--- src/rtl/core/lcdseq_pkg.sv ---
// Shared types, constants and microcode helpers for the character LCD sequencer.
// No dependencies; imported by every module of the block.
`default_nettype none
package lcdseq_pkg;

    localparam int UaWidth = 5;

    typedef enum logic [1:0] {
        OP_WRITE_CHAR = 2'd0,
        OP_SET_CURSOR = 2'd1,
        OP_CLEAR      = 2'd2,
        OP_INIT       = 2'd3
    } t_op;

    typedef enum logic [2:0] {
        REG_ENABLE_HALF  = 3'd0,
        REG_POWERUP      = 3'd1,
        REG_GAP          = 3'd2,
        REG_SETTLE       = 3'd3,
        REG_LINE2_OFFSET = 3'd4,
        REG_FUNC_SET     = 3'd5,
        REG_DISP_CTRL    = 3'd6,
        REG_ENTRY_MODE   = 3'd7
    } t_reg_idx;

    // nibble source
    typedef enum logic [2:0] {
        NS_ZERO  = 3'd0,
        NS_INIT3 = 3'd1,
        NS_INIT2 = 3'd2,
        NS_HI    = 3'd3,
        NS_LO    = 3'd4
    } t_nsel;

    // byte source
    typedef enum logic [2:0] {
        BS_LATCH = 3'd0,
        BS_FSET  = 3'd1,
        BS_DCTL  = 3'd2,
        BS_ENTRY = 3'd3,
        BS_CLEAR = 3'd4
    } t_bsel;

    // hold time source
    typedef enum logic [1:0] {
        HS_HALF        = 2'd0,
        HS_HALF_GAP    = 2'd1,
        HS_HALF_SETTLE = 2'd2,
        HS_POWERUP     = 2'd3
    } t_hsel;

    typedef struct packed {
        logic  last;
        logic  en;
        t_nsel nsel;
        t_bsel bsel;
        t_hsel hsel;
    } t_uword;

    typedef struct packed {
        logic [7:0] enable_half_ms;
        logic [7:0] powerup_ms;
        logic [7:0] gap_ms;
        logic [7:0] settle_ms;
        logic [6:0] line_two_offset;
        logic [7:0] function_set_word;
        logic [7:0] display_control_word;
        logic [7:0] entry_mode_word;
    } t_cfg;

    typedef struct packed {
        logic       reg_select;
        logic [3:0] bus_nibble;
        logic       enable_level;
        logic [9:0] hold_ms;
        logic       last;
    } t_step;

    // program entry points
    localparam logic [UaWidth-1:0] UA_INIT  = 5'd0;
    localparam logic [UaWidth-1:0] UA_CLEAR = 5'd21;
    localparam logic [UaWidth-1:0] UA_BYTE  = 5'd25;
    localparam logic [UaWidth-1:0] UA_END   = 5'd28;

    localparam logic [7:0] CMD_CLEAR     = 8'h01;
    localparam logic [7:0] CMD_SET_DDRAM = 8'h80;
    localparam logic [3:0] NIB_INIT_8BIT = 4'h3;
    localparam logic [3:0] NIB_INIT_4BIT = 4'h2;

    function automatic t_uword uw(logic last, logic en, t_nsel nsel, t_bsel bsel,
                                  t_hsel hsel);
        t_uword w;
        w.last = last;
        w.en   = en;
        w.nsel = nsel;
        w.bsel = bsel;
        w.hsel = hsel;
        return w;
    endfunction

endpackage
`default_nettype wire

--- src/rtl/core/lcdseq_cfg.sv ---
// Configuration register file of the LCD sequencer.
// Depends on lcdseq_pkg.
`default_nettype none
module lcdseq_cfg
    import lcdseq_pkg::*;
(
    input  wire        i_clk,
    input  wire        i_rst_n,
    input  wire        i_cfg_we,
    input  wire  [2:0] i_cfg_index,
    input  wire  [7:0] i_cfg_wdata,
    output t_cfg       o_cfg
);

    t_cfg r_cfg;

    always_ff @(posedge i_clk) begin
        if (!i_rst_n) begin
            r_cfg.enable_half_ms       <= 8'd10;
            r_cfg.powerup_ms           <= 8'd50;
            r_cfg.gap_ms               <= 8'd10;
            r_cfg.settle_ms            <= 8'd20;
            r_cfg.line_two_offset      <= 7'h40;
            r_cfg.function_set_word    <= 8'h28;
            r_cfg.display_control_word <= 8'h0C;
            r_cfg.entry_mode_word      <= 8'h06;
        end else if (i_cfg_we) begin
            unique case (t_reg_idx'(i_cfg_index))
                REG_ENABLE_HALF:  r_cfg.enable_half_ms       <= i_cfg_wdata;
                REG_POWERUP:      r_cfg.powerup_ms           <= i_cfg_wdata;
                REG_GAP:          r_cfg.gap_ms               <= i_cfg_wdata;
                REG_SETTLE:       r_cfg.settle_ms            <= i_cfg_wdata;
                REG_LINE2_OFFSET: r_cfg.line_two_offset      <= i_cfg_wdata[6:0];
                REG_FUNC_SET:     r_cfg.function_set_word    <= i_cfg_wdata;
                REG_DISP_CTRL:    r_cfg.display_control_word <= i_cfg_wdata;
                REG_ENTRY_MODE:   r_cfg.entry_mode_word      <= i_cfg_wdata;
            endcase
        end
    end

    assign o_cfg = r_cfg;

endmodule
`default_nettype wire

--- src/rtl/core/lcdseq_urom.sv ---
// Microcode ROM: one control word per bus step of each command program.
// Depends on lcdseq_pkg.
`default_nettype none
module lcdseq_urom
    import lcdseq_pkg::*;
(
    input  wire  [UaWidth-1:0] i_addr,
    output t_uword             o_uword
);

    always_comb begin
        unique case (i_addr)
            // init: power-up wait, 0x3 x3, 0x2
            5'd0:  o_uword = uw(1'b0, 1'b0, NS_ZERO,  BS_LATCH, HS_POWERUP);
            5'd1:  o_uword = uw(1'b0, 1'b1, NS_INIT3, BS_LATCH, HS_HALF);
            5'd2:  o_uword = uw(1'b0, 1'b0, NS_INIT3, BS_LATCH, HS_HALF_GAP);
            5'd3:  o_uword = uw(1'b0, 1'b1, NS_INIT3, BS_LATCH, HS_HALF);
            5'd4:  o_uword = uw(1'b0, 1'b0, NS_INIT3, BS_LATCH, HS_HALF_GAP);
            5'd5:  o_uword = uw(1'b0, 1'b1, NS_INIT3, BS_LATCH, HS_HALF);
            5'd6:  o_uword = uw(1'b0, 1'b0, NS_INIT3, BS_LATCH, HS_HALF_GAP);
            5'd7:  o_uword = uw(1'b0, 1'b1, NS_INIT2, BS_LATCH, HS_HALF);
            5'd8:  o_uword = uw(1'b0, 1'b0, NS_INIT2, BS_LATCH, HS_HALF);
            // function set
            5'd9:  o_uword = uw(1'b0, 1'b1, NS_HI, BS_FSET, HS_HALF);
            5'd10: o_uword = uw(1'b0, 1'b0, NS_HI, BS_FSET, HS_HALF);
            5'd11: o_uword = uw(1'b0, 1'b1, NS_LO, BS_FSET, HS_HALF);
            5'd12: o_uword = uw(1'b0, 1'b0, NS_LO, BS_FSET, HS_HALF);
            // display control
            5'd13: o_uword = uw(1'b0, 1'b1, NS_HI, BS_DCTL, HS_HALF);
            5'd14: o_uword = uw(1'b0, 1'b0, NS_HI, BS_DCTL, HS_HALF);
            5'd15: o_uword = uw(1'b0, 1'b1, NS_LO, BS_DCTL, HS_HALF);
            5'd16: o_uword = uw(1'b0, 1'b0, NS_LO, BS_DCTL, HS_HALF);
            // entry mode, then settle
            5'd17: o_uword = uw(1'b0, 1'b1, NS_HI, BS_ENTRY, HS_HALF);
            5'd18: o_uword = uw(1'b0, 1'b0, NS_HI, BS_ENTRY, HS_HALF);
            5'd19: o_uword = uw(1'b0, 1'b1, NS_LO, BS_ENTRY, HS_HALF);
            5'd20: o_uword = uw(1'b0, 1'b0, NS_LO, BS_ENTRY, HS_HALF_SETTLE);
            // clear: tail of init, also entered directly
            5'd21: o_uword = uw(1'b0, 1'b1, NS_HI, BS_CLEAR, HS_HALF);
            5'd22: o_uword = uw(1'b0, 1'b0, NS_HI, BS_CLEAR, HS_HALF);
            5'd23: o_uword = uw(1'b0, 1'b1, NS_LO, BS_CLEAR, HS_HALF);
            5'd24: o_uword = uw(1'b1, 1'b0, NS_LO, BS_CLEAR, HS_HALF_GAP);
            // latched byte: write char / set cursor
            5'd25: o_uword = uw(1'b0, 1'b1, NS_HI, BS_LATCH, HS_HALF);
            5'd26: o_uword = uw(1'b0, 1'b0, NS_HI, BS_LATCH, HS_HALF);
            5'd27: o_uword = uw(1'b0, 1'b1, NS_LO, BS_LATCH, HS_HALF);
            5'd28: o_uword = uw(1'b1, 1'b0, NS_LO, BS_LATCH, HS_HALF);
            default: o_uword = uw(1'b1, 1'b0, NS_ZERO, BS_LATCH, HS_HALF);
        endcase
    end

endmodule
`default_nettype wire

--- src/rtl/core/lcdseq_dp.sv ---
// Step datapath: turns a control word, the latched byte and the config into pin levels.
// Depends on lcdseq_pkg.
`default_nettype none
module lcdseq_dp
    import lcdseq_pkg::*;
(
    input  wire t_uword i_uword,
    input  wire t_cfg   i_cfg,
    input  wire  [7:0]  i_byte,
    input  wire         i_rs,
    output t_step       o_step
);

    logic [7:0] w_byte;
    logic [3:0] w_nib;
    logic [7:0] w_extra;
    logic [7:0] w_base;

    always_comb begin
        unique case (i_uword.bsel)
            BS_FSET:  w_byte = i_cfg.function_set_word;
            BS_DCTL:  w_byte = i_cfg.display_control_word;
            BS_ENTRY: w_byte = i_cfg.entry_mode_word;
            BS_CLEAR: w_byte = CMD_CLEAR;
            default:  w_byte = i_byte;
        endcase

        unique case (i_uword.nsel)
            NS_INIT3: w_nib = NIB_INIT_8BIT;
            NS_INIT2: w_nib = NIB_INIT_4BIT;
            NS_HI:    w_nib = w_byte[7:4];
            NS_LO:    w_nib = w_byte[3:0];
            default:  w_nib = 4'h0;
        endcase

        w_base = i_cfg.enable_half_ms;
        unique case (i_uword.hsel)
            HS_HALF_GAP:    w_extra = i_cfg.gap_ms;
            HS_HALF_SETTLE: w_extra = i_cfg.settle_ms;
            HS_POWERUP: begin
                w_base  = i_cfg.powerup_ms;
                w_extra = 8'd0;
            end
            default:        w_extra = 8'd0;
        endcase

        o_step.reg_select   = i_rs;
        o_step.bus_nibble   = w_nib;
        o_step.enable_level = i_uword.en;
        o_step.hold_ms      = {2'b00, w_base} + {2'b00, w_extra};
        o_step.last         = i_uword.last;
    end

endmodule
`default_nettype wire

--- src/rtl/core/char_lcd_4bit_command_sequencer_unit.sv ---
// Character LCD 4-bit command sequencer, top level.
// Microcoded: step counter over lcdseq_urom, datapath lcdseq_dp, registers lcdseq_cfg.
//
// Use: one command beat on the input channel (i_in_valid / o_in_stall) with
// i_opcode: write char, set cursor, clear or init. The block answers with a
// run of pin-state beats on the output channel (o_out_valid / i_out_stall):
// RS, D4..D7 nibble, enable level and hold time in ms; o_last marks the final
// beat of the run. A downstream timer applies the hold times.
// Write char, set cursor and clear give 4 beats, init gives 25.
// The command is latched into the step counter and byte register; each step's beat
// is then registered in the output register, one beat per cycle while the receiver
// does not stall, as the step counter advances once per cycle. The next command
// is taken the cycle after the last beat is loaded into the output register.
// Receiver stall freezes the step counter and holds the output beat.
// Config writes (i_cfg_we) are taken any cycle, intended while idle.
// Reset: idle, no output beat, config registers at their defaults.
`default_nettype none
module char_lcd_4bit_command_sequencer_unit
    import lcdseq_pkg::*;
(
    input  wire        i_clk,
    input  wire        i_rst_n,
    input  wire        i_cfg_we,
    input  wire  [2:0] i_cfg_index,
    input  wire  [7:0] i_cfg_wdata,
    input  wire        i_in_valid,
    output logic       o_in_stall,
    input  wire  [1:0] i_opcode,
    input  wire  [7:0] i_char_code,
    input  wire  [5:0] i_column,
    input  wire        i_line_select,
    output logic       o_out_valid,
    input  wire        i_out_stall,
    output logic       o_reg_select,
    output logic [3:0] o_bus_nibble,
    output logic       o_enable_level,
    output logic [9:0] o_hold_ms,
    output logic       o_last
);

    t_cfg               w_cfg;
    t_uword             w_uword;
    t_step              w_step;
    logic               r_busy;
    logic [UaWidth-1:0] r_pc;
    logic [7:0]         r_byte;
    logic               r_rs;
    logic               r_out_valid;
    t_step              r_out;
    logic               w_accept;
    logic               w_adv;
    logic [7:0]         w_addr;

    lcdseq_cfg u_cfg (
        .i_clk       (i_clk),
        .i_rst_n     (i_rst_n),
        .i_cfg_we    (i_cfg_we),
        .i_cfg_index (i_cfg_index),
        .i_cfg_wdata (i_cfg_wdata),
        .o_cfg       (w_cfg)
    );

    lcdseq_urom u_urom (
        .i_addr  (r_pc),
        .o_uword (w_uword)
    );

    lcdseq_dp u_dp (
        .i_uword (w_uword),
        .i_cfg   (w_cfg),
        .i_byte  (r_byte),
        .i_rs    (r_rs),
        .o_step  (w_step)
    );

    assign o_in_stall = r_busy;
    assign w_accept   = i_in_valid && !r_busy;
    assign w_adv      = r_busy && (!r_out_valid || !i_out_stall);
    assign w_addr     = ({1'b0, i_line_select ? w_cfg.line_two_offset : 7'd0})
                      + {2'b00, i_column};

    always_ff @(posedge i_clk) begin
        if (!i_rst_n) begin
            r_busy      <= 1'b0;
            r_pc        <= UA_INIT;
            r_rs        <= 1'b0;
            r_out_valid <= 1'b0;
        end else begin
            if (w_accept) begin
                r_busy <= 1'b1;
                r_rs   <= (t_op'(i_opcode) == OP_WRITE_CHAR);
                unique case (t_op'(i_opcode))
                    OP_WRITE_CHAR: begin
                        r_pc   <= UA_BYTE;
                        r_byte <= i_char_code;
                    end
                    OP_SET_CURSOR: begin
                        r_pc   <= UA_BYTE;
                        r_byte <= CMD_SET_DDRAM | w_addr;
                    end
                    OP_CLEAR: r_pc <= UA_CLEAR;
                    OP_INIT:  r_pc <= UA_INIT;
                endcase
            end else if (w_adv) begin
                r_pc <= r_pc + UaWidth'(1);
                if (w_uword.last) begin
                    r_busy <= 1'b0;
                end
            end

            if (w_adv) begin
                r_out_valid <= 1'b1;
                r_out       <= w_step;
            end else if (!i_out_stall) begin
                r_out_valid <= 1'b0;
            end
        end
    end

    assign o_out_valid    = r_out_valid;
    assign o_reg_select   = r_out.reg_select;
    assign o_bus_nibble   = r_out.bus_nibble;
    assign o_enable_level = r_out.enable_level;
    assign o_hold_ms      = r_out.hold_ms;
    assign o_last         = r_out.last;

    a_last_ends_run: assert property (@(posedge i_clk) disable iff (!i_rst_n)
        (w_adv && w_uword.last) |=> !r_busy)
        else $error("sequencer still busy after last step");

    a_pc_in_rom: assert property (@(posedge i_clk) disable iff (!i_rst_n)
        r_busy |-> (r_pc <= UA_END))
        else $error("step counter ran past the program");

    a_strobe_not_last: assert property (@(posedge i_clk) disable iff (!i_rst_n)
        (o_out_valid && o_enable_level) |-> !o_last)
        else $error("run ended with enable high");

    a_no_accept_pending: assert property (@(posedge i_clk) disable iff (!i_rst_n)
        (o_out_valid && i_out_stall && !o_last && !r_busy) |-> 1'b0)
        else $error("run lost its sequencer before the last beat");

endmodule
`default_nettype wire

--- config.mk ---
export PLATFORM = sky130hd
export DESIGN_NAME = char_lcd_4bit_command_sequencer_unit
export DESIGN_NICKNAME = d
export VERILOG_FILES = /design/src/rtl/core/lcdseq_pkg.sv /design/src/rtl/core/lcdseq_cfg.sv /design/src/rtl/core/lcdseq_urom.sv /design/src/rtl/core/lcdseq_dp.sv /design/src/rtl/core/char_lcd_4bit_command_sequencer_unit.sv
export SDC_FILE = /design/constraint.sdc
export NUM_CORES = 1
export LEC_CHECK = 0
export ABC_AREA = 1
export BUFFER_PORTS_ARGS = -buffer_cell sky130_fd_sc_hd__buf_4
export CAP_MARGIN = 20
export CORE_MARGIN = 10
export CORE_UTILIZATION = 53
export DETAILED_ROUTE_END_ITERATION = 16
export PLACE_DENSITY = 0.82
export SKIP_CTS_REPAIR_TIMING = 1
export SLEW_MARGIN = 20
export SYNTH_ARGS = -nofsm -noshare
export SYNTH_HDL_FRONTEND = slang
export SYNTH_SLANG_ARGS = --single-unit
export TNS_END_PERCENT = 5
--- constraint.sdc ---
create_clock -name i_clk -period 2.2 [get_ports i_clk]
set_input_delay 0.11 -clock i_clk [delete_from_list [all_inputs] [get_ports i_clk]]
set_output_delay 0.11 -clock i_clk [all_outputs]
set_load 0.03 [all_outputs]
# [After elaboration in Yosys (flattened, before gate mapping)]
# Memory sizes are Yosys's and may differ from the RTL's. A register that Yosys moved wholly into a read port is not among the register bits.
# Index checks and enable logic that the tools add are counted.
[word_totals] regBits=96 rom_bits=320 out_inout_bits=19 wordCells=83 n_memories=1
[memory_table] memory="(no name shown)" words=32 width=10 read_ports=1 rd_clocked_by_memory_dff=1 write_ports=0 line="lcdseq_urom.sv:12" source="unique case (i_addr)"
[classes] addsub=3 n_eq_ne=22 muxes=16 n_reduce_logical=23
[op_table] op="$pmux 8 s2" count=2
[op_table] op="$pmux 8 s4" count=1
[op_table] op="$mux 5" count=4
[op_table] op="$reduce_and 2->1" count=10
[op_table] op="$eq 3x2->1 const B" count=6
[op_table] op="$eq 3x3->1 const B" count=6
[op_table] op="$pmux 4 s4" count=1
[op_table] op="$pmux 5 s3" count=1
[op_table] op="$add 8x8->9" count=1
[op_table] op="$eq 3x1->1 const B" count=3
[op_table] op="$eq 2x2->1 const B" count=4
[op_table] op="$mux 8" count=1
[op_table] op="$add 7x6->7" count=1
[op_table] op="$mux 7" count=1
[op_table] op="$reduce_bool 2->1" count=3
[op_table] op="$add 5x1->5 const B" count=1
[op_table] op="$mux 1" count=5
[op_table] op="$eq 2x1->1 const B" count=2
[op_table] op="$logic_not 1->1" count=3
[op_table] op="$logic_not 3->1" count=1
[op_table] op="$reduce_and 3->1" count=1
[op_table] op="$logic_and 1x1->1" count=2
[op_table] op="$logic_not 2->1" count=1
[op_table] op="$ne 2x1->1 const B" count=1
[op_table] op="other kinds (2)" count=2

# [Logic depth before layout (Yosys ltp)]
# Gate-level depths: netlist of the first run.
[depth] depth_word=7 mapped_depth=15

# [Hierarchy]
# From an unflattened synthesis of the first run, not the netlist that was laid out.
[hier_totals] cells_unflattened=766 area_unflattened_um2=5450.2
[by_module_without_submodules] mod="lcdseq_cfg" n_inst=1 cells_each=353 area_per_inst_um2=2446.1 seq_area_each_um2=1261.2
[by_module_without_submodules] mod="char_lcd_4bit_command_sequencer_unit" n_inst=1 cells_each=167 area_per_inst_um2=1595.3 seq_area_each_um2=910.9
[by_module_without_submodules] mod="lcdseq_dp" n_inst=1 cells_each=195 area_per_inst_um2=1104.8 seq_area_each_um2=0.0
[by_module_without_submodules] mod="lcdseq_urom" n_inst=1 cells_each=51 area_per_inst_um2=304.0 seq_area_each_um2=0.0

# [Worst setup path before layout of the first run]
# No wires, ideal clock.
[synth_path] path_type="reg-to-reg" start="register r_busy, in the netlist o_in_stall" end="register, netlist name u_urom.o_uword[6]" setup_time_ns=0.114 arrival_time_ns=2.409 slack_ns=-0.322 stages_incl_launch_ff=13 path_cell_list="dfxtp_1 > nand2_2 > nor2_1 > nand2_1 > nand2_1 > inv_1 > ha_1 > nand3_1 > nand2_1 > nand2_1 > nand2_1 > nand2_1 > nand2_1"
[synth_between] elab_chain_cells=5 elab_cells_between_ends=7 cone_classes="3 x mux; 4 x reduce/logical"
[synth_rtl] item="start, declared" line="char_lcd_4bit_command_sequencer_unit.sv:44" source="logic r_busy;"
[synth_rtl] item="start signal, assigned" line="char_lcd_4bit_command_sequencer_unit.sv:84" source="r_busy <= 1'b0;"
[synth_rtl] item="start signal, assigned" line="char_lcd_4bit_command_sequencer_unit.sv:90" source="r_busy <= 1'b1;"
[synth_rtl] item="start signal, assigned" line="char_lcd_4bit_command_sequencer_unit.sv:107" source="r_busy <= 1'b0;"
[synth_rtl] item="$logic_not 1->1" line="char_lcd_4bit_command_sequencer_unit.sv:77" source="assign w_accept = i_in_valid && !r_busy;"
[synth_rtl] item="$logic_and 1x1->1" line="char_lcd_4bit_command_sequencer_unit.sv:77"
[synth_rtl] item="$mux 5 / $reduce_bool 2->1 (equally long branches)"
[synth_rtl] item="$mux 5 (no source line) (*) (2 in series)"
# Mark *: on every way between the ends. The rest lies on a longest branch, timed or not.
# A chain may end at the register's enable or synchronous reset.

==> impl_metrics.yaml, run 1 <==
floorplanning:
  die_y_um: 118
  start_util: 0.550
  die_x_um: 118
  io_pins: 52
  dieArea_um2: 14000
  rows: 35
  core_area_um2: 9330
flow_run:
  cap_violations: 0
synth:
  syn_area_um2: 5130
  synth_area_leaders: "dfxtp_1 32%, edfxtp_1 14%, nand2_1 11%, nor2_1 7.9%, o21ai_0 6.0%"
  synth.avg_cell_area_um2: 7.60
  synth_cell_types: 38
  ys_seq_area_frac: 0.456
  yosysTopAreaCell: "dfxtp_1"
  synth-seq-cells: 105
  yosysWarnings: 0
  yosysTopAreaCellShare: 0.316
  netlist_instances: 675
  syn-num-nets: 731
cts:
  clock_latency_ns: 0.36
  numCtsBuffers: 9
  h-tree-depth: 3
  cts.sinks: 105
  cts_buffer_depth: 2
  clk_pin_slew_ns: 0.09
  cts_root_buf: "clkbuf_8"
  cts_tree: "built"
sta:
  finalCriticalPeriod_ns: 2.21
  rsz0062_at_grt: "true"
  setup_slack_ns: -0.00708
  setup_viol: 1
  fin_crit_sh: 1.00
  finalHoldViolCount: 0
  max_slew_margin: 0.590
  max_freq_mhz: 453
  whs_ns: 0.0221
  final-max-slew-violation-count: 0
  finalClockSkew_ns: 0.00634
  tightest_slew_ns: 0.613
route:
  drt_iter0_drc: 418
  ant_nets: 0
  wl_per_cell_um: 15.0
  vias: 4721
  firstDrtPassIters: 5
  drc: 0
  via_per_inst: 5.48
  drt-total-wl_mm: 12.9
grt:
  grt_pass1_vias: 4575
  antenna_found_initial: 0
  grt-ovfl-total: 0
  grt_pass1_wl_mm: 21.5
  grt_max_degree: 40
  grtUsageTotal: 0.180
pwr:
  p_seq_frac: 0.512
  peakVddDrop_mv: 0.357
  power_frac_comb: 0.233
  p_per_area_nw_per_um2: 715
  netSwitchingFraction: 0.311
  p_int_w: 0.00293
  pwr-share-clk: 0.255
  p_leak_nw: 2.75
  switchingPower_w: 0.00132
setup_path:
  worstPathRequired_ns: 2.33
  critPathArrivalTime_ns: 2.34
  critPathBufInv: 1
  path_common_cell: "nand2_1"
  worstPathCellList: "inv_2 > ha_4 > a21oi_2 > ha_2 > fa_2 > nand3_2 > nand3_2 > a21oi_2 > o21bai_2 > nand2_1 > nand2_1 > nand2_1 > nand2_1"
  path_class: "register to register"
  critPathLaunchType: "register"
  rrSetupSlack_ns: -0.007
  cp_slowest_stage_delay_ns: 0.40
  critPathSlowestCell: "dfxtp_4"
  end_kind: "register"
  path_max_fanout: 3
  critPathTopFamily: "adder cells"
cells_and_area:
  fin_nets: 783
  drive_gt1_frac: 0.164
  fin_cells: 861
  antenna_cells: 0
  post-route-util: 0.637
  syn_to_final_growth_pct: 15.8
min_path:
  hold_path.class: "input pin to register"
placed_design:
  dp_hpwl_mm: 9.38
  placed_cells: 842
  port_buffers: 50
  place.gp.congestion: 0.896
run_status:
  status: "finished, violations left"
  violations: "setup timing"
==> routing by layer <==
layer,vias up,global-route usage,share of wire
met3,31,0.0476,0.072
met5,-,0,0
li1,2301,-,-
met1,2197,0.217,0.42
met2,192,0.301,0.47
met4,0,0.0687,0.031
==> path summary, 6_finish.rpt <==
check | end | startpoint | cells after the start
setup reg to reg | o_hold_ms[8] | u_urom.o_uword[0] | 13
hold / removal | r_byte[1] | i_char_code[1] | 3
setup / recovery | o_hold_ms[8] | u_urom.o_uword[0] | 13
hold reg to reg | o_enable_level | u_urom.o_uword[8] | 0
==> through the flow <==
| stage | TNS, ns | setup WS [ns] | power, W | cell area, µm² |
|---|---|---|---|---|
| detailed placement | -0.0452 | -0.0452 | 0.00310 | 5660 |
| global route | -0.104 | -0.104 | 0.00445 | 5940 |
| finish | -0.00708 | -0.00708 | 0.00425 | 5940 |
| global placement | 0 | 0.0421 | 0.00306 | 5660 |
| CTS | -0.0656 | -0.0651 | 0.00416 | 5840 |
| floorplan | -0.0000564 | -0.0000564 | 0.00283 | 5160 |
==> power groups by stage <==
stage	clock, W	sequential [W]	combinational [W]
2_1_floorplan	0	0.00223	0.000598
3_3_place_gp	0	0.00220	0.000865
3_5_place_dp	0	0.00220	0.000903
4_1_cts	0.00109	0.00216	0.000910
5_1_grt	0.00117	0.00219	0.00110
6_report	0.00108	0.00217	0.000991
==> layout by cell type, fill, tap and decap left out, types with 12 or more instances in the layout <==
| cell type | netlist | layout |
|---|---|---|
| nand2_1 | 151 | 151 |
| nor2_1 | 108 | 107 |
| dfxtp_1 | 81 | 79 |
| o21ai_0 | 62 | 62 |
| buf_4 | 2 | 62 |
| inv_1 | 60 | 58 |
| nand3_1 | 46 | 44 |
| edfxtp_1 | 24 | 24 |
| a21oi_1 | 25 | 21 |
| ha_1 | 21 | 17 |
| nand4_1 | 14 | 14 |
| o211ai_1 | 12 | 12 |
==> layout make-up <==
class	instances	area, µm²
Sequential cell	105	2350
Multi-Input combinational cell	482	2530
Tap cell	129	161
Fill cell	828	3390
Clock buffer	12	145
Timing Repair Buffer	63	475
Inverter	66	250
Clock inverter	4	27.5
==> cells by family (layout without fill, tap and decap cells) <==
family,count (synthesis),count (layout),synth area share
fa+ha+maj,23,23,0.0590
other cells,1,1,0.000731
xor+xnor,8,8,0.0137
simple gates,339,339,0.282
buf+inv,88,145,0.0668
flops,105,105,0.456
compound gates,111,111,0.122
==> flip-flops by register name, indices dropped and copies added, names as in the netlist <==
name and count:
o_out_valid 1, o_in_stall 1, u_urom.o_uword 10, r_byte 8, u_cfg.o_cfg 63, o_last 1
o_enable_level 1, r_pc 5, o_hold_ms 9, o_reg_select 1, r_rs 1, o_bus_nibble 4
==> tightest hold or removal path: stages <==
cell and delay, ns:
buf_4 0.08, nand2_1 0.04, nand2_1 0.05
==> synth_stat cells (all sizes together) <==
master and count:
nand2 162, nor2 110, dfxtp 81, inv 65, o21ai 63, nand3 47
a21oi 27, edfxtp 24, ha 21, nand4 14, o211ai 12, buf 11
clkbuf 11, xor2 8, or2 3, a21o 2, a31oi 2, fa 2
nand3b 2, a22oi 1, a31o 1, a32o 1, clkinv 1, conb 1
nor3 1, o21bai 1, o31ai 1
Note: power is estimated with default switching activity, not from simulation.
==> run 2, diff against run 1 <==
--- a/config.mk
+++ b/config.mk
@@ -5,14 +5,15 @@
 export SDC_FILE = /design/constraint.sdc
 export NUM_CORES = 1
 export LEC_CHECK = 0
-export ABC_AREA = 1
 export BUFFER_PORTS_ARGS = -buffer_cell sky130_fd_sc_hd__buf_4
 export CAP_MARGIN = 20
 export CORE_MARGIN = 10
 export CORE_UTILIZATION = 53
 export DETAILED_ROUTE_END_ITERATION = 16
 export PLACE_DENSITY = 0.82
+export REMOVE_ABC_BUFFERS = 1
 export SKIP_CTS_REPAIR_TIMING = 1
+export SKIP_LAST_GASP = 1
 export SLEW_MARGIN = 20
 export SYNTH_ARGS = -nofsm -noshare
 export SYNTH_HDL_FRONTEND = slang
==> run 2 against run 1 <==
  * The run still ends with setup timing left
  * Final cell count shrank 10%
  * Flip-flop and latch count is the same
  * Global-route usage shrank 0.97 points
  * Non-clock buffer count grew 9
  * Count of clock-buffer cells in the layout shrank 1
  * Area after synthesis grew 2.1%
  * Worst hold slack lost 0.019 ns
  * Sequential share of layout area shrank 0.92 points
  * Largest cell class unchanged
  * Highest routed layer unchanged
==> impl_metrics.yaml, run 2 <==
run_status:
  status: "finished, violations left"
  violations: "setup timing"
floorplanning:
  io_pins: 52
  die_x_um: 119
  start_util: 0.541
  dieArea_um2: 14300
  die_y_um: 119
  core_area_um2: 9680
  rows: 36
route:
  top_layer_used: "met4"
  wl_per_cell_um: 16.0
  vias: 4312
  drc: 0
  drt_iter0_drc: 287
  drt-total-wl_mm: 12.4
  via_per_inst: 5.57
  route.met2.wl_mm: 5.93
  met3_length_um: 711
  drt-met1-wl_mm: 5.39
  ant_nets: 0
  firstDrtPassIters: 4
synth:
  yosysTopAreaCell: "dfxtp_1"
  ys_seq_area_frac: 0.447
  yosysTopAreaCellShare: 0.309
  synth_edf_count: 24
  ys.flop_type: "dfxtp_1"
  syn_area_um2: 5240
  synth_area_leaders: "dfxtp_1 31%, edfxtp_1 14%, nand2_1 10%, a21boi_0 5.6%, ha_1 5.0%"
  netlist_instances: 583
  synth.avg_cell_area_um2: 8.99
  ys_top_cells_by_count: "140 x nand2_1, 81 x dfxtp_1, 39 x a21boi_0, 30 x nor2_1, 24 x edfxtp_1"
  yosysWarnings: 0
  synth_cell_types: 60
  synth-seq-cells: 105
  async_reset_ff_frac: 0
  yosysMostFrequentCell: "nand2_1"
grt:
  grt-ovfl-total: 0
  grt_max_degree: 67
  grt_pass1_vias: 4254
  antenna_found_initial: 0
  grtUsageTotal: 0.170
  grt_pass1_wl_mm: 20.2
cts:
  cts_buffer_depth: 2
  h-tree-depth: 3
  numCtsBuffers: 9
  clk_pin_slew_ns: 0.10
  cts.sinks: 105
  cts_root_buf: "clkbuf_8"
  clock_latency_ns: 0.36
  cts_tree: "built"
sta:
  max_slew_margin: 0.618
  fin_crit_sh: 1.08
  finalCriticalPeriod_ns: 2.37
  setup_slack_ns: -0.167
  final-max-slew-violation-count: 0
  finalClockSkew_ns: 0.0105
  setup_viol: 4
  finalHoldViolCount: 0
  rsz0062_at_grt: "true"
  whs_ns: 0.00286
  max_freq_mhz: 422
  tightest_slew_ns: 0.573
setup_path:
  cp_slowest_stage_delay_ns: 0.38
  end_kind: "register"
  worstPathCellList: "ha_4 > mux2_2 > ha_2 > fa_2 > a21o_1 > a21oi_2 > o21bai_1 > a21oi_2 > o21ai_1"
  critPathLaunchType: "register"
  path_max_fanout: 3
  critPathArrivalTime_ns: 2.48
  path_common_cell: "a21oi_2"
  worstPathRequired_ns: 2.32
  path_class: "register to register"
  critPathBufInv: 0
  critPathTopFamily: "compound AO/OA/AOI/OAI gates"
  critPathSlowestCell: "dfxtp_4"
cells_and_area:
  final_common_cell: "nand2_1"
  syn_to_final_growth_pct: 16.0
  multi_input_area_um2: 2790
  seq_area_um2: 2350
  drive_gt1_frac: 0.193
  fin_nets: 692
  antenna_cells: 0
  largest_reg_flops: 63
  finalInstanceArea_um2: 6080
  final_cell_mix: "140 x nand2_1, 79 x dfxtp_1, 71 x buf_4"
  fin_cells: 774
  nFillCells: 800
flow_run:
  cap_violations: 0
pwr:
  peakVddDrop_mv: 0.405
  p_per_area_nw_per_um2: 671
  p_leak_nw: 2.40
  finalPower_w: 0.00408
placed_design:
  dp_hpwl_mm: 9.02
  place.gp.congestion: 0.925
  placed_area_um2: 5810
  pre_cts_ws_ns: -0.453
  placed_cells: 758
  port_buffers: 50
min_path:
  hold_path.class: "input pin to register"
## run 2: power breakdown
part,internal (W),switching [W],leakage (nW)
clock,0.000525,0.000631,0.0856
sequential,0.00207,0.0000568,0.883
combinational,0.000354,0.000443,1.43
total,0.00295,0.00113,2.40
## run 2: per-stage QoR
step                       util  setup TNS, ns
final                     0.628         -0.449
after global routing      0.628          -1.10
after CTS                 0.619          -1.55
after detailed placement  0.600          -1.40
after global placement    0.600         -0.808
after floorplan               -          -1.18
## run 2: per-layer routing
metal  track usage  vias to the layer above
li1              -                     2123
met1         0.208                     2028
met2         0.287                      129
met3        0.0373                       32
met4        0.0649                        0
met5             0                        -
## run 2: kinds of logic after synthesis
group | after synthesis | share of synthesized area
flip-flops | 105 | 0.447
multiplexers | 27 | 0.0540
adder cells (fa/ha/maj) | 23 | 0.0578
AO/OA/AOI/OAI | 127 | 0.175
buffers and inverters | 41 | 0.0344
XOR/XNOR | 12 | 0.0201
AND/OR/NAND/NOR | 247 | 0.211
other | 1 | 0.000716
## run 2: cell type report
class,instances,share of cell area
Clock buffer,11,0.0216
Clock inverter,5,0.00947
Inverter,11,0.00679
Multi-Input combinational cell,437,0.459
Sequential cell,105,0.386
Tap cell,133,0.0274
Timing Repair Buffer,72,0.0895
## run 2: path summary, 6_finish.rpt
| check | startpoint | to | slack, ns | cells past startpoint |
|---|---|---|---|---|
| max | u_urom.o_uword[0] | o_hold_ms[8] | -0.17 | 9 |
| max reg2reg | u_urom.o_uword[0] | o_hold_ms[8] | -0.17 | 9 |
| min reg2reg | u_urom.o_uword[8] | o_enable_level | 0.41 | 0 |
| min | i_char_code[7] | r_byte[7] | 0.003 | 2 |
==> run 3, diff against run 2 <==
--- a/config.mk
+++ b/config.mk
@@ -7,11 +7,9 @@
 export LEC_CHECK = 0
 export BUFFER_PORTS_ARGS = -buffer_cell sky130_fd_sc_hd__buf_4
 export CAP_MARGIN = 20
-export CORE_MARGIN = 10
 export CORE_UTILIZATION = 53
 export DETAILED_ROUTE_END_ITERATION = 16
 export PLACE_DENSITY = 0.82
-export REMOVE_ABC_BUFFERS = 1
 export SKIP_CTS_REPAIR_TIMING = 1
 export SKIP_LAST_GASP = 1
 export SLEW_MARGIN = 20
==> run 3 against run 2 <==
  * The flow still finishes with violations (setup timing)
  * Via count grew 2.6%
  * Combinational power rose by 2%
  * Worst setup slack improved by 0.0012 ns
  * Total power decreased by 2.6%
  * Clock power decreased by 10%
  * Worst hold slack gained 0.0032 ns
  * Core utilization is 1.8 points higher
  * Routed wire length fell by 2.1%
  * Cell area about the same
==> impl_metrics.yaml, run 3 (synthesized netlist as in run 2, its figures left out) <==
run_status:
  status: "finished, violations left"
  violations: "setup timing"
setup_path:
  critPathLaunchType: "register"
  rrSetupSlack_ns: -0.17
  timing.rr.start: "u_urom.o_uword[1]"
  worstPathRequired_ns: 2.32
  critPathSlowestCell: "dfxtp_4"
  r2r_cells: 11
  critPathCapture: "o_hold_ms[6]"
  critPathTopFamily: "compound AO/OA/AOI/OAI gates"
  path_max_fanout: 3
  path_common_cell: "a21oi_2"
  path_class: "register to register"
  critPathArrivalTime_ns: 2.49
  rr_endpoint: "o_hold_ms[6]"
  cp-startpoint: "u_urom.o_uword[1]"
  crit_cells: 11
  end_kind: "register"
  worstPathCellList: "inv_1 > ha_2 > a22oi_2 > nor2_2 > ha_4 > fa_2 > a21o_1 > a21oi_2 > o21bai_1 > a21oi_2 > xnor2_1"
  critPathBufInv: 1
  cp_slowest_stage_delay_ns: 0.38
route:
  vias: 4426
  drt-total-wl_mm: 12.1
  drt_iter0_drc: 305
  ant_nets: 0
  firstDrtPassIters: 4
  drc: 0
  wl_per_cell_um: 15.7
  via_per_inst: 5.72
sta:
  finalClockSkew_ns: 0.00654
  rsz0062_at_grt: "true"
  finalCriticalPeriod_ns: 2.37
  max_slew_margin: 0.573
  setup_viol: 4
  finalHoldViolCount: 0
  fin_crit_sh: 1.08
  tightest_slew_ns: 0.637
  max_freq_mhz: 423
  setup_slack_ns: -0.166
  final-max-slew-violation-count: 0
grt:
  grt_max_degree: 42
  grt_pass1_vias: 4105
  grt_use_met2: 0.401
  top_usage_layer: "met2"
  grtUsageTotal: 0.248
  grt-ovfl-total: 0
  antenna_found_initial: 0
  grt_use_met1: 0.329
  use_met3: 0.0366
  grt_pass1_wl_mm: 19.6
cells_and_area:
  post-route-util: 0.646
  finalInstanceArea_um2: 6080
  syn_to_final_growth_pct: 16.1
  multi_input_area_um2: 2790
  fin_nets: 696
  antenna_cells: 0
  fin_cells: 774
  final_cell_mix: "140 x nand2_1, 79 x dfxtp_1, 75 x buf_4"
  largest_reg_flops: 63
  final_common_cell: "nand2_1"
  nFillCells: 727
  seq_area_um2: 2350
  drive_gt1_frac: 0.202
pwr:
  p_leak_nw: 2.42
  finalPower_w: 0.00397
  p_per_area_nw_per_um2: 653
  peakVddDrop_mv: 0.409
floorplanning:
  dieArea_um2: 10300
  die_y_um: 101
  core_area_um2: 9420
  io_pins: 52
  start_util: 0.557
  rows: 35
  die_x_um: 101
placed_design:
  placed_area_um2: 5870
  place.gp.congestion: 0.878
  port_buffers: 50
  placed_cells: 757
  pre_cts_ws_ns: -0.190
  dp_hpwl_mm: 8.97
min_path:
  hold_path.class: "input pin to register"
flow_run:
  cap_violations: 0
cts:
  h-tree-depth: 3
  cts_buffer_depth: 2
  cts.sinks: 105
  cts_tree: "built"
  clock_latency_ns: 0.36
  clk_pin_slew_ns: 0.10
  numCtsBuffers: 9
  cts_root_buf: "clkbuf_8"
synth:
  syn-num-nets: 639
-- run 3: worst min path at each step --
stage / startpoint / endpoint / slack, ns / cells past startpoint
after floorplan: i_cfg_wdata[7] / u_cfg.o_cfg[23] / 0.24 / 2
after global routing: i_char_code[7] / r_byte[7] / 0.03 / 2
after CTS: i_char_code[7] / r_byte[7] / -0.002 / 2
after global placement: i_char_code[7] / r_byte[7] / 0.38 / 2
final: i_char_code[7] / r_byte[7] / 0.006 / 2
after detailed placement: i_char_code[7] / r_byte[7] / 0.38 / 2
-- run 3: final cells by class --
class,instances,share of cell area
clock buffers,10,0.0210
multi-input cells,437,0.459
well taps,129,0.0265
flip-flops and latches,105,0.386
clock inverters,6,0.00576
inverters,11,0.00679
repair buffers,76,0.0944
-- run 3: layer usage --
metal	vias to the layer above	wire length (µm)
met2	155	5690
met5	-	0
li1	2123	-
met3	38	664
met4	0	364
met1	2110	5420
-- run 3: power by group --
part	switching [W]	internal (W)	total, W
Combinational	0.000450	0.000358	0.000808
Clock	0.000632	0.000405	0.00104
Sequential	0.0000583	0.00207	0.00213
Total	0.00114	0.00283	0.00397
-- run 3: metrics by stage --
step	TNS (ns)	hold slack, ns
floorplan	-0.422	0.245
global placement	-0.241	0.378
detailed placement	-0.510	0.377
CTS	-0.551	-0.00198
global route	-1.08	0.0255
finish	-0.447	0.00602
